`src/sv/dfe_pkg.sv`:
```
// dfe_pkg: shared types, codes and the month-length table for the date editor
// no dependencies; imported by every module of the date field editor
`default_nettype none

package dfe_pkg;

  // field widths fixed by the interface
  localparam int unsigned DayW   = 5;
  localparam int unsigned MonthW = 4;
  localparam int unsigned YearW  = 14;
  localparam int unsigned CurW   = 2;
  localparam int unsigned OpW    = 3;

  // field limits
  localparam logic [MonthW-1:0] MonthMax = MonthW'(12);
  localparam logic [YearW-1:0]  YearMax  = YearW'(9999);
  localparam logic [DayW-1:0]   DayLong  = DayW'(31);
  localparam logic [DayW-1:0]   DayShort = DayW'(30);
  localparam logic [DayW-1:0]   DayFeb   = DayW'(29);

  // reset date
  localparam logic [DayW-1:0]   DayRst   = DayW'(1);
  localparam logic [MonthW-1:0] MonthRst = MonthW'(1);
  localparam logic [YearW-1:0]  YearRst  = YearW'(2016);

  // operation codes
  typedef enum logic [OpW-1:0] {
    OP_NONE   = 3'd0,
    OP_UP     = 3'd1,
    OP_RIGHT  = 3'd2,
    OP_DOWN   = 3'd3,
    OP_LEFT   = 3'd4,
    OP_SELECT = 3'd5,
    OP_LOAD   = 3'd6
  } dfe_op_t;

  // cursor positions
  localparam logic [CurW-1:0] CUR_DAY    = 2'd0;
  localparam logic [CurW-1:0] CUR_MONTH  = 2'd1;
  localparam logic [CurW-1:0] CUR_YEAR   = 2'd2;
  localparam logic [CurW-1:0] CUR_SEARCH = 2'd3;

  // edited date plus cursor
  typedef struct packed {
    logic [DayW-1:0]   day;
    logic [MonthW-1:0] month;
    logic [YearW-1:0]  year;
    logic [CurW-1:0]   cursor;
  } dfe_date_t;

  // days in a month, february always 29
  function automatic logic [DayW-1:0] month_len(input logic [MonthW-1:0] m);
    logic [DayW-1:0] len;
    len = DayLong;
    if (m inside {MonthW'(4), MonthW'(6), MonthW'(9), MonthW'(11)}) begin
      len = DayShort;
    end else if (m == MonthW'(2)) begin
      len = DayFeb;
    end
    return len;
  endfunction

endpackage

`default_nettype wire

```
`src/sv/dfe_step.sv`:
```
// dfe_step: next date and cursor for one operation, pure combinational logic
// depends on dfe_pkg for codes, widths and the month-length table
`default_nettype none

module dfe_step (
  input  dfe_pkg::dfe_date_t        cur,
  input  logic [dfe_pkg::OpW-1:0]    op,
  input  logic [dfe_pkg::DayW-1:0]   load_day,
  input  logic [dfe_pkg::MonthW-1:0] load_month,
  input  logic [dfe_pkg::YearW-1:0]  load_year,
  output dfe_pkg::dfe_date_t        nxt
);
  import dfe_pkg::*;

  logic [YearW-1:0]  year_inc;
  logic [YearW-1:0]  year_dec;
  logic [MonthW-1:0] month_inc;
  logic [MonthW-1:0] month_dec;
  logic [YearW-1:0]  year_of_inc;
  logic [YearW-1:0]  year_of_dec;
  logic [DayW-1:0]   len_cur;
  logic [DayW-1:0]   len_inc;
  logic [DayW-1:0]   len_dec;
  logic [DayW-1:0]   day_clamp_inc;
  logic [DayW-1:0]   day_clamp_dec;
  logic [MonthW-1:0] ld_month;
  logic [YearW-1:0]  ld_year;
  logic [DayW-1:0]   ld_len;
  logic [DayW-1:0]   ld_day;

  // saturating year step
  assign year_inc = (cur.year < YearMax) ? cur.year + YearW'(1) : cur.year;
  assign year_dec = (cur.year != '0) ? cur.year - YearW'(1) : cur.year;

  // month step with wrap and year carry
  assign month_inc   = (cur.month >= MonthMax) ? MonthW'(1) : cur.month + MonthW'(1);
  assign year_of_inc = (cur.month >= MonthMax) ? year_inc : cur.year;
  assign month_dec   = (cur.month <= MonthW'(1)) ? MonthMax : cur.month - MonthW'(1);
  assign year_of_dec = (cur.month <= MonthW'(1)) ? year_dec : cur.year;

  // month lengths around the current month
  assign len_cur = month_len(cur.month);
  assign len_inc = month_len(month_inc);
  assign len_dec = month_len(month_dec);

  // day clamped to the new month after a month step
  assign day_clamp_inc = (cur.day > len_inc) ? len_inc : cur.day;
  assign day_clamp_dec = (cur.day > len_dec) ? len_dec : cur.day;

  // load clamping
  always_comb begin
    ld_month = load_month;
    if (ld_month < MonthW'(1)) begin
      ld_month = MonthW'(1);
    end else if (ld_month > MonthMax) begin
      ld_month = MonthMax;
    end
    ld_year = (load_year > YearMax) ? YearMax : load_year;
    ld_len  = month_len(ld_month);
    ld_day  = load_day;
    if (ld_day < DayW'(1)) begin
      ld_day = DayW'(1);
    end else if (ld_day > ld_len) begin
      ld_day = ld_len;
    end
  end

  // operation decode
  always_comb begin
    nxt = cur;
    case (dfe_op_t'(op))
      OP_UP: begin
        case (cur.cursor)
          CUR_DAY: begin
            if (cur.day >= len_cur) begin
              nxt.day   = DayW'(1);
              nxt.month = month_inc;
              nxt.year  = year_of_inc;
            end else begin
              nxt.day = cur.day + DayW'(1);
            end
          end
          CUR_MONTH: begin
            nxt.month = month_inc;
            nxt.year  = year_of_inc;
            nxt.day   = day_clamp_inc;
          end
          CUR_YEAR: begin
            nxt.year = year_inc;
          end
          default: begin
          end
        endcase
      end
      OP_DOWN: begin
        case (cur.cursor)
          CUR_DAY: begin
            if (cur.day <= DayW'(1)) begin
              nxt.month = month_dec;
              nxt.year  = year_of_dec;
              nxt.day   = len_dec;
            end else begin
              nxt.day = cur.day - DayW'(1);
            end
          end
          CUR_MONTH: begin
            nxt.month = month_dec;
            nxt.year  = year_of_dec;
            nxt.day   = day_clamp_dec;
          end
          CUR_YEAR: begin
            nxt.year = year_dec;
          end
          default: begin
          end
        endcase
      end
      OP_RIGHT: begin
        // search position holds
        if (cur.cursor == CUR_YEAR) begin
          nxt.cursor = CUR_DAY;
        end else if (cur.cursor != CUR_SEARCH) begin
          nxt.cursor = cur.cursor + CurW'(1);
        end
      end
      OP_LEFT: begin
        nxt.cursor = (cur.cursor == CUR_DAY) ? CUR_YEAR : cur.cursor - CurW'(1);
      end
      OP_SELECT: begin
        nxt.cursor = CUR_SEARCH;
      end
      OP_LOAD: begin
        nxt.day    = ld_day;
        nxt.month  = ld_month;
        nxt.year   = ld_year;
        nxt.cursor = CUR_DAY;
      end
      default: begin
      end
    endcase
  end

endmodule

`default_nettype wire

```
`src/sv/dfe_state.sv`:
```
// dfe_state: date state register that doubles as the result register
// depends on dfe_pkg for the date struct and reset values
`default_nettype none

module dfe_state (
  input  logic               clk,
  input  logic               rst_n,
  input  logic               step_vld,
  input  dfe_pkg::dfe_date_t nxt,
  input  logic               out_stall,
  output logic               adv,
  output logic               out_vld,
  output dfe_pkg::dfe_date_t cur
);
  import dfe_pkg::*;

  logic      out_vld_r;
  dfe_date_t date_r;

  // result slot frees when empty or taken
  assign adv = !out_vld_r || !out_stall;

  // state and result beat update together
  always_ff @(posedge clk) begin
    if (!rst_n) begin
      out_vld_r     <= 1'b0;
      date_r.day    <= DayRst;
      date_r.month  <= MonthRst;
      date_r.year   <= YearRst;
      date_r.cursor <= CUR_DAY;
    end else if (adv) begin
      out_vld_r <= step_vld;
      if (step_vld) begin
        date_r <= nxt;
      end
    end
  end

  assign out_vld = out_vld_r;
  assign cur     = date_r;

endmodule

`default_nettype wire

```
`src/sv/date_field_editor.sv`:
```
// date_field_editor: top level of the button-driven date editor
// depends on dfe_pkg, dfe_step and dfe_state
//
// Usage: each input beat carries one button operation (none, up, right,
// down, left, select, load) plus a date used only by load. Each accepted
// beat yields exactly one result beat: day, month, year and cursor as they
// stand after that operation.
// Data path: the input register feeds the step logic, whose result is
// written into the state register that drives out_*; one beat per cycle
// while out_stall does not hold the result register.
// The state update depends only on the previous state register, so the
// back-to-back path is the increment, compare and clamp logic.
// Reset (rst_n low, synchronous): date becomes 1 January 2016, cursor on
// day, both pipeline slots empty.
// Receiver stall: the result beat holds; an empty input register still takes
// one more beat, then in_stall rises until the result is taken.
`default_nettype none

module date_field_editor (
  input  logic                       clk,
  input  logic                       rst_n,
  input  logic                       in_vld,
  output logic                       in_stall,
  input  logic [dfe_pkg::OpW-1:0]    in_operation,
  input  logic [dfe_pkg::DayW-1:0]   in_load_day,
  input  logic [dfe_pkg::MonthW-1:0] in_load_month,
  input  logic [dfe_pkg::YearW-1:0]  in_load_year,
  output logic                       out_vld,
  input  logic                       out_stall,
  output logic [dfe_pkg::DayW-1:0]   out_day_out,
  output logic [dfe_pkg::MonthW-1:0] out_month_out,
  output logic [dfe_pkg::YearW-1:0]  out_year_out,
  output logic [dfe_pkg::CurW-1:0]   out_cursor_out
);
  import dfe_pkg::*;

  logic              s1_vld_r;
  logic [OpW-1:0]    s1_op_r;
  logic [DayW-1:0]   s1_day_r;
  logic [MonthW-1:0] s1_month_r;
  logic [YearW-1:0]  s1_year_r;
  logic              adv;
  dfe_date_t         cur;
  dfe_date_t         nxt;

  // input slot blocks only when full and the result slot is held
  assign in_stall = s1_vld_r && !adv;

  // input register
  always_ff @(posedge clk) begin
    if (!rst_n) begin
      s1_vld_r <= 1'b0;
    end else if (!in_stall) begin
      s1_vld_r <= in_vld;
    end
  end

  always_ff @(posedge clk) begin
    if (!in_stall && in_vld) begin
      s1_op_r    <= in_operation;
      s1_day_r   <= in_load_day;
      s1_month_r <= in_load_month;
      s1_year_r  <= in_load_year;
    end
  end

  // next-state logic
  dfe_step u_step (
    .cur        (cur),
    .op         (s1_op_r),
    .load_day   (s1_day_r),
    .load_month (s1_month_r),
    .load_year  (s1_year_r),
    .nxt        (nxt)
  );

  // state and result register
  dfe_state u_state (
    .clk       (clk),
    .rst_n     (rst_n),
    .step_vld  (s1_vld_r),
    .nxt       (nxt),
    .out_stall (out_stall),
    .adv       (adv),
    .out_vld   (out_vld),
    .cur       (cur)
  );

  assign out_day_out    = cur.day;
  assign out_month_out  = cur.month;
  assign out_year_out   = cur.year;
  assign out_cursor_out = cur.cursor;

  // an empty input slot never pushes back
  a_empty_no_stall: assert property (@(posedge clk) disable iff (!rst_n)
    !s1_vld_r |-> !in_stall)
    else $error("input stalled with empty input slot");

  // state moves only when an operation is retired
  a_state_hold: assert property (@(posedge clk) disable iff (!rst_n)
    !(s1_vld_r && adv) |=> $stable(cur))
    else $error("date state changed without a retired operation");

  // held date is a legal calendar date whenever out_vld is high
  a_date_legal: assert property (@(posedge clk) disable iff (!rst_n)
    out_vld |-> (cur.month >= MonthW'(1) && cur.month <= MonthMax &&
                 cur.day >= DayW'(1) && cur.day <= month_len(cur.month) &&
                 cur.year <= YearMax))
    else $error("illegal date in result register");

endmodule

`default_nettype wire
```
`config.mk`:
```
export PLATFORM = sky130hd
export DESIGN_NAME = date_field_editor
export DESIGN_NICKNAME = d
export VERILOG_FILES = /design/src/sv/dfe_pkg.sv /design/src/sv/dfe_step.sv /design/src/sv/dfe_state.sv /design/src/sv/date_field_editor.sv
export SDC_FILE = /design/constraint.sdc
export NUM_CORES = 1
export LEC_CHECK = 0
export BUFFER_PORTS_ARGS = -buffer_cell sky130_fd_sc_hd__buf_4
export CELL_PAD_IN_SITES_DETAIL_PLACEMENT = 0
export CELL_PAD_IN_SITES_GLOBAL_PLACEMENT = 1
export CORE_UTILIZATION = 23
export CTS_CLUSTER_DIAMETER = 80
export DETAILED_ROUTE_END_ITERATION = 6
export HOLD_SLACK_MARGIN = 0.02
export PLACE_DENSITY_LB_ADDON = 0.1
export SETUP_SLACK_MARGIN = 0.5
export SLEW_MARGIN = 10
export SYNTH_ARGS = -nofsm -noshare
export SYNTH_HDL_FRONTEND = slang
export SYNTH_SLANG_ARGS = --single-unit
```
`constraint.sdc`:
```
create_clock -name clk -period 3.7 [get_ports clk]
set_input_delay 0.74 -clock clk [delete_from_list [all_inputs] [get_ports clk]]
set_output_delay 0.74 -clock clk [all_outputs]
set_load 0.02 [all_outputs]
```
After elaboration in Yosys (flattened, before gate mapping)
Index checks and enable logic that the tools add are counted.

Flip-flop bits (word level): 53. Input port bits: 30. Output and inout port bits: 27. Word-level logic and storage cells: 121.

Add/sub/neg operators: 8. $lt $le $gt $ge: 12. Equality and inequality tests: 38. Multiplexer cells: 34. Reduce and logical (&&, ||, !) cells: 19.

Operators with widths (number): 14-bit case mux with 3 select lines (2); 14-bit 2-to-1 mux (5); 23-bit case mux with 3 select lines (1); 5-bit 2-to-1 mux (10); 18-bit 2-to-1 mux (2); 9-bit case mux with 2 select lines (2); 4-bit by 3-bit == test with 1-bit output, second input constant (8); 4-bit == test, second input constant (8); 7-bit AND reduction (3); 4-bit nonzero test (5); 3-bit by 2-bit inequality test with 1-bit output, second input constant (6); 4-bit by 2-bit == test with 1-bit output, second input constant (4); 4-bit 2-to-1 mux (4); 5-bit > comparator (3); 14-bit by 1-bit adder with 14-bit output, second input constant (1); 14-bit > comparator, second input constant (1); 14-bit < comparator, second input constant (1); 2-bit 2-to-1 mux (7); 14-bit nonzero test (1); 14-bit by 1-bit subtractor with 14-bit output, second input constant (1); 3-bit == test, second input constant (3); 4-bit by 2-bit inequality test with 1-bit output, second input constant (2); 2-bit case mux with 4 select lines (1); 3-bit by 2-bit == test with 1-bit output, second input constant (2); 24 further kinds (28).

Depth between registers and ports, before layout
Gate-level depths: netlist of run 1.

Depth after elaboration: 10. Gate-level depth with buffers: 14. Mapped depth without buffers: 14.

Hierarchy
A second synthesis of run 1 with hierarchy kept.

Cells, all modules: 628. Area, all modules: 4887.2 um^2.

By module, submodules not included: dfe_step (instances 1, cells an instance 484, area each 2952.8 um^2, seq. area each 0.0 um^2); dfe_state (instances 1, cells an instance 114, area each 1106.1 um^2, seq. area each 520.5 um^2); date_field_editor (instances 1, cells an instance 30, area each 828.3 um^2, seq. area each 800.8 um^2).

Worst setup path before layout of run 1
Ideal clock, no wire load.

Path type: reg2reg. From: reg u_state.date_r, in the netlist u_state.cur[16]. To: reg u_state.date_r, in the netlist u_state.cur[24]. Arrival time: 3.008 ns. Data required time: 3.569 ns. Path slack: 0.561 ns. Cell stages (with the launch flop): 13. Path buffers: 0. Period minus slack after synthesis: 3.139 ns. Cell sequence: dfxtp_1 inv_1 ha_1 nor2_1 a21oi_1 o22a_1 nor4_2 ha_1 a211o_1 a21oi_1 o211ai_1 a2111oi_0 nor3_1.

Longest elaborated chain between the ends: 8. Elaborated cells on any way between the ends: 39.

Ends and longest elaborated chain: from (decl) (line dfe_state.sv:18) `dfe_date_t date_r;`; from (signal assigned) (line dfe_state.sv:34) `date_r <= nxt;`; 4-bit by 1-bit subtractor with 4-bit output, or another cell as far along (line dfe_step.sv:38) `assign month_dec = (cur.month <= MonthW'(1)) ? MonthMax : cur.month - MonthW'(1);`; 4-bit 2-to-1 mux (on tied branches) (line dfe_step.sv:38, dfe_step.sv:36); 4-bit by 3-bit == test with 1-bit output, or another cell as far along (line dfe_pkg.sv:55) `if (m inside {MonthW'(4), MonthW'(6), MonthW'(9), MonthW'(11)}) begin`; 4-bit nonzero test / 2-bit 2-to-1 mux (equally long branches) (line dfe_pkg.sv:55, dfe_pkg.sv:57); 5-bit 2-to-1 mux (line dfe_pkg.sv:55); 5-bit > comparator (on tied branches) (line dfe_step.sv:48, dfe_step.sv:47); 3-bit by 2-bit inequality test with 1-bit output (no line); 7-bit AND reduction (no line).

Several ways; a longest one is shown, not always the timed one. A chain may end at the register's enable or synchronous reset.

Final worst setup path of run 1
From: reg u_state.date_r, in the netlist u_state.cur[17]. To: reg u_state.date_r, in the netlist u_state.cur[20].

Longest elaborated chain between the ends: 8. Elaborated cells on any way between the ends: 43.

Ends and longest elaborated chain: 4-bit by 1-bit subtractor with 4-bit output, or another cell as far along (line dfe_step.sv:38); 4-bit 2-to-1 mux (on tied branches) (line dfe_step.sv:38, dfe_step.sv:36); 4-bit by 3-bit == test with 1-bit output, or another cell as far along (line dfe_pkg.sv:55); 4-bit nonzero test / 2-bit 2-to-1 mux (equally long branches) (line dfe_pkg.sv:55, dfe_pkg.sv:57); 5-bit 2-to-1 mux (line dfe_pkg.sv:55); 5-bit > comparator, or another cell as far along (line dfe_step.sv:48) `assign day_clamp_dec = (cur.day > len_dec) ? len_dec : cur.day;`; 3-bit by 2-bit inequality test with 1-bit output (no line), or another cell as far along; 7-bit AND reduction (no line) / 23-bit case mux with 3 select lines (equally long branches).

Several ways; a longest one is shown, not always the timed one. The select of a mux whose other input is x is not followed.

==> results of run 1 <==
-- routing by layer --
layer | wire [um] | global-route usage (%)
met5 | 0 | 0
met2 | 4764 | 20.46
met4 | 132 | 4.378
met3 | 681 | 3.239
met1 | 5825 | 20.35
-- area by class of cell --
type                       instances  share of cell area (%)
tap                              216                   5.791
multi-input combinational        342                   50.32
timing repair buffer              65                   10.46
inverter                          19                   1.716
sequential                        53                   28.50
clock buffer                       5                   2.681
clock inverter                     3                  0.5362
-- where the power goes --
part	internal (W)	leakage (nW)	switching (W)	total, W
registers	0.000642	0.474	0.0000312	0.000674
logic	0.000125	1.30	0.000166	0.000292
clock network	0.000256	0.0704	0.000246	0.000502
total	0.00102	1.84	0.000444	0.00147
-- registers in the layout (all words and copies together), names as in the netlist --
signal and cells:
s1_year_r 14, s1_op_r 3, s1_day_r 5, u_state.out_vld 1, s1_vld_r 1, s1_month_r 4, u_state.cur 25
-- synth_stat cells (3+ instances only) --
cell      count
o22ai_1       5
nor3b_1       4
a21oi_1      48
dfxtp_1      27
nor2b_1       7
o22a_1        4
buf_2         5
ha_1         33
a211o_1       4
or3_1         5
nand2b_1      5
xnor2_1       9
xor2_1        6
o21ai_1       3
inv_1        17
nand2_1      36
nand3_1      12
mux2i_1       6
nor4_1        5
buf_4         4
o21ai_0      29
a221oi_1      7
a31oi_1       5
o221ai_1      3
clkbuf_1      6
o21bai_1      3
nor2_1       41
o211ai_1      4
a21o_1        3
edfxtp_1     26
a211oi_1      9
nor3_1        8
-- stage by stage --
stage               instance area (um^2)  setup slack (ns)  std cells  utilization [%]  hold slack (ns)
floorplan                           3771            0.5609        429                -           0.4502
global placement                    4432            0.3429        692            27.80           0.4716
detailed placement                  4432            0.2498        692            27.80           0.5041
CTS                                 4602            0.5259        701            28.87           0.5220
global route                        4667            0.4779        703            29.27           0.5561
finish                              4667            0.6707        703            29.27           0.5115
-- cells by family after synthesis --
logic type               count (synthesis)
flip-flops                              53
XOR/XNOR                                15
multiplexers                             7
AND/OR/NAND/NOR                        141
adder cells (fa/ha/maj)                 34
AO/OA/AOI/OAI                          145
buffers and inverters                   34
-- final timing paths --
path | start | end | slack, ns
hold / removal | s1_vld_r$_SDFFE_PN0N_ | u_state.out_vld$_SDFFE_PN0N_ | 0.51
setup / recovery | u_state.cur[17]$_SDFFE_PN0P_ | u_state.cur[20]$_SDFFE_PN1P_ | 0.67
setup reg to reg | u_state.cur[17]$_SDFFE_PN0P_ | u_state.cur[20]$_SDFFE_PN1P_ | 0.67
hold reg to reg | s1_vld_r$_SDFFE_PN0N_ | u_state.out_vld$_SDFFE_PN0N_ | 0.51
-- worst reg2reg max path: cells and delay by family (launching register included) --
family	cells	cell delay, ns
buf+inv	2	0.32
flops	1	0.42
simple gates	2	0.36
compound gates	7	1.28
fa+ha+maj	2	0.52
-- what timing repair did --
| action | in CTS | in global routing |
|---|---|---|
| setup buffers | 1 | 2 |
| pin swaps | 1 | 1 |
| gates cloned | 0 | 0 |
| endpoints found under the setup margin | 7 | 10 |
| resized for setup | 4 | 16 |
| hold endpoints to repair | 0 | 0 |
==> out/summary.txt, run 1 <==
DRT Wirelength: 11400 um
most frequent cells in the layout: 65 x buf_4, 48 x a21oi_1, 40 x nor2_1
worst-path cell chain: clkinvlp_4, ha_2, nor2_2, a21oi_1, o22a_1, nor4_4, ha_1, a211o_1, a21oi_1, o211ai_1, buf_4, a2111oi_1, o21ai_0
Yosys cell types: 64
first-pass GRT wire length: 17870 um
compound-gate portion of the synthesized area: 24.88%
H-Tree Depth: 2
Nets: 550
Core Box Area: 15940 um^2
cell accounting for the most synthesized area: edfxtp_1
dominant synthesized flop cell: dfxtp_1
CP Data Arrival Time: 3.21 ns
FF+latch area: 1330 um^2
FF+latch count, synth: 53
status: finished, final reports clean
most common cell after layout, fill and taps aside: buf_4
area of the multi-input gates: 2349 um^2
Peak VDD IR: 0.1694 mV
power per standard cell area: 314.3 nW/um^2
final setup vio count: 0
max frequency: 330.1 MHz
IO buf count: 56
die height: 130.0 um
Initial Util: 23.65%
share of cells above drive strength 1: 20.53%
Ys Warns: 0
async set-reset flop share out of synthesis: 0%
n_diodes: 0
RSZ-0062 raised after global routing: no
min Tclk post-route: 3.029 ns
DRC Markers: 0
XOR/XNOR share of the synthesized area: 3.484%
drt first pass iters: 4
reg2reg path depth: 13
Critical Path Sink Type: flop
post-synthesis adder-cell area fraction: 11.48%
fin. max-slew vios: 0
CTS tree: built
CP Launch Type: flop
post-synthesis cell count: 429
CP most frequent cell: a21oi_1
wire per inst: 16.22 um
Yosys top cell area share: 20.70%
die area: 16910 um^2
final hold viol count: 0
Simple-Gate Fraction of Synth Area: 19.28%
fillers: 1727
pin slew with the least headroom to its limit: 0.6156 ns
CP bufs+invs: 2
clock latency on the worst-skew pair: 0.31 ns
number of DRC violations after detailed-routing iteration 0: 249
mean area per synthesized cell: 8.790 um^2
slowest stage delay, CP: 0.42 ns
Top Family by Delay on Critical Path: compound AO/OA/AOI/OAI gates
max cap viols: 0
DIE WIDTH: 130.0 um
total CTS buffers: 5
count of flip-flops with a built-in enable after synthesis: 26
critical path class: reg2reg
Tcrit/Tclk final: 81.87%
total track usage: 14.07%
vias per inst: 4.876
gr ovfl total: 0
leakage: 1.841 nW
Crit Path Max Fanout: 10
cts hold-fix bufs: 0
gp weighted congestion: 0.8130
clk slew on worst S/H paths: 0.08 ns
Crit path required time: 3.88 ns
synth top area cells: edfxtp_1 21%, dfxtp_1 14%, ha_1 11%, a21oi_1 6.4%, nor2_1 4.1%
Rows: 46
Area Overhead vs Synth: 23.76%
worst hold path class: reg2reg
WHS Path Cells: 2
Boundary Pins: 57
vias in the first global route: 3189
initial antenna violation count: 0
Synth Net Count: 493
vias: 3428
clk buf depth: 2
TNS Setup: 0 ns
synthesized area: 3771 um^2
Critical Path Stages: 13
Setup Skew: 0.007998 ns
slew margin rel.: 58.71%
multiplexer share of the synthesized area: 1.891%
register area share after synthesis: 35.04%
DP HPWL: 8548 um
largest family of logic cells by synthesized area: compound AO/OA/AOI/OAI gates
clk root buf: clkbuf_16
Final ANT Viol Nets: 0
CTS Sinks: 53
largest net degree at the start of global routing: 27
Tot Pwr: 0.001467 W
CP max stage cell: dfxtp_4
No activity file was read; power rests on OpenSTA's default activity.
==> run 2: changes to the inputs <==
Clock period 3.7 ns to 3.02 ns, I/O delays scaled along.
==> run 2 against run 1 <==
Flip-flop and latch count is the same. Design area grew 7.6%. Combinational power grew 39%. Critical path depth shrank 2. Register-to-register slack lost 0.33 ns. Total power grew 24%. Clock power grew 17%. Global-route usage grew 0.41 points.
==> out/summary.txt, run 2 (synthesis gave the netlist of run 1 again) <==
status: finished, final reports clean
CP Launch Type: flop
Area Overhead vs Synth: 33.18%
Nets: 570
critical path class: reg2reg
leakage: 1.969 nW
DRC Markers: 0
final setup vio count: 0
worst hold path class: in2reg
most frequent cells in the layout: 81 x buf_4, 42 x a21oi_1, 39 x nor2_1
max cap viols: 0
cts hold-fix bufs: 0
clk buf depth: 2
vias: 3467
CP max stage cell: dfxtp_4
vias per inst: 4.795
pin slew with the least headroom to its limit: 0.5976 ns
worst reg2reg endpoint: u_state.cur[20]$_SDFFE_PN1P_
IO buf count: 56
min Tclk post-route: 2.681 ns
clk root buf: clkbuf_16
Final ANT Viol Nets: 0
Crit path required time: 3.21 ns
clock latency on the worst-skew pair: 0.31 ns
Critical Path Sink Type: flop
WHS Path Cells: 1
vias in the first global route: 3229
most common cell after layout, fill and taps aside: buf_4
total track usage: 14.48%
Biggest register: u_state.cur
CP Launch Point: u_state.cur[16]$_SDFFE_PN1P_
RSZ-0062 raised after global routing: yes
worst-path cell chain: buf_6, or3_4, o22a_1, nor4_4, ha_1, a211o_1, a21oi_2, o211ai_1, buf_4, a2111oi_4, o21ai_1
Core Box Area: 15940 um^2
max reg flops: 25
slew margin rel.: 59.74%
DIE WIDTH: 130.0 um
slowest stage delay, CP: 0.38 ns
H-Tree Depth: 2
number of DRC violations after detailed-routing iteration 0: 133
Largest regs: u_state.cur (25), s1_year_r (14), s1_day_r (5)
Peak VDD IR: 0.2137 mV
die height: 130.0 um
CTS tree: built
reg2reg path depth: 11
first-pass GRT wire length: 18420 um
Critical path destination: u_state.cur[20]$_SDFFE_PN1P_
clk slew on worst S/H paths: 0.08 ns
max frequency: 372.9 MHz
Setup Skew: 0.01175 ns
fin. max-slew vios: 0
Crit Path Max Fanout: 8
drt first pass iters: 4
CTS Sinks: 53
Tcrit/Tclk final: 88.79%
initial antenna violation count: 0
die area: 16910 um^2
R2R Setup Slk: 0.34 ns
Initial Util: 23.65%
DRT Wirelength: 11870 um
power per standard cell area: 361.8 nW/um^2
FF-to-FF Start: u_state.cur[16]$_SDFFE_PN1P_
largest net degree at the start of global routing: 27
gr ovfl total: 0
Boundary Pins: 57
wire per inst: 16.42 um
placed cell areas: 4588 um^2
gp weighted congestion: 0.7784
fillers: 1692
TNS Setup: 0 ns
total CTS buffers: 5
DP HPWL: 8918 um
Rows: 46
final hold viol count: 0
share of cells above drive strength 1: 28.40%
fin area: 5022 um^2
n_diodes: 0
utilization after layout: 31.50%
CP Data Arrival Time: 2.88 ns
run 2: changes by cell type in the layout (fill, tap and decap cells not counted), moves of 3 or more:
| cell | change |
|---|---|
| buf_4 | +16 |
| buf_6 | +3 |
| a221oi_2 | +3 |
| o21ai_0 | -6 |
| o21ai_1 | +4 |
| a21oi_2 | +5 |
| a21oi_1 | -6 |
| ha_1 | -3 |
| a221oi_1 | -3 |
run 2: layout make-up:
cell class | instances | area, um^2 | area share, %
clock buffer | 7 | 132.6 | 2.641
clock inverter | 1 | 7.507 | 0.1495
inverter | 19 | 91.34 | 1.819
multi-input combinational | 342 | 2522 | 50.22
sequential | 53 | 1336 | 26.61
tap | 216 | 270.3 | 5.381
timing repair buffer | 85 | 661.9 | 13.18
run 2: report_power, final:
| part | internal, W | total [W] | leakage [nW] | switching (W) |
|---|---|---|---|---|
| registers | 0.000786 | 0.000826 | 0.476 | 0.0000404 |
| clock network | 0.000309 | 0.000586 | 0.0641 | 0.000277 |
| logic | 0.000184 | 0.000405 | 1.43 | 0.000221 |
run 2: routing by layer:
layer,track usage (%),part of all wire [%],vias up
li1,-,-,1760
met1,21.53,51,1626
met2,21.56,44,74
met3,2.337,4.5,7
met4,3.488,0.82,0
met5,0,0,-
run 2: critical path, delay by kind of cell, from the launching register on:
| family | cells | cell delay, ns |
|---|---|---|
| compound gates | 6 | 1.03 |
| simple gates | 2 | 0.55 |
| flops | 1 | 0.38 |
| buf+inv | 2 | 0.31 |
| fa+ha+maj | 1 | 0.30 |
run 2: how the worst min path moves through the flow:
stage / startpoint / to / slack (ns)
6_report: in_operation[1] / s1_op_r[1]$_DFFE_PP_ / 0.47
5_1_grt: in_load_day[4] / s1_day_r[4]$_DFFE_PP_ / 0.46
4_1_cts: in_operation[1] / s1_op_r[1]$_DFFE_PP_ / 0.46
3_5_place_dp: s1_vld_r$_SDFFE_PN0N_ / u_state.out_vld$_SDFFE_PN0N_ / 0.47
3_3_place_gp: s1_vld_r$_SDFFE_PN0N_ / u_state.out_vld$_SDFFE_PN0N_ / 0.47
2_1_floorplan: s1_vld_r$_SDFFE_PN0N_ / u_state.out_vld$_SDFFE_PN0N_ / 0.45
run 2: through the flow:
step                std cells  hold WS [ns]  worst slack [ns]  total power (W)
finish                    723        0.4732            0.3386         0.001817
global route              723        0.4605            0.1621         0.001914
detailed placement        700        0.4740           0.07239         0.001204
floorplan                 429        0.4502            0.4408         0.001072
global placement          700        0.4715            0.1735         0.001206
CTS                       721        0.4648            0.3158         0.001837
run 2: repair_timing:
item                                    in CTS  in global routing
setup buffers                               13                  2
cloned                                       0                  0
pin swaps                                   15                  6
gates resized for setup                     34                  8
endpoints found under the setup margin      23                 23
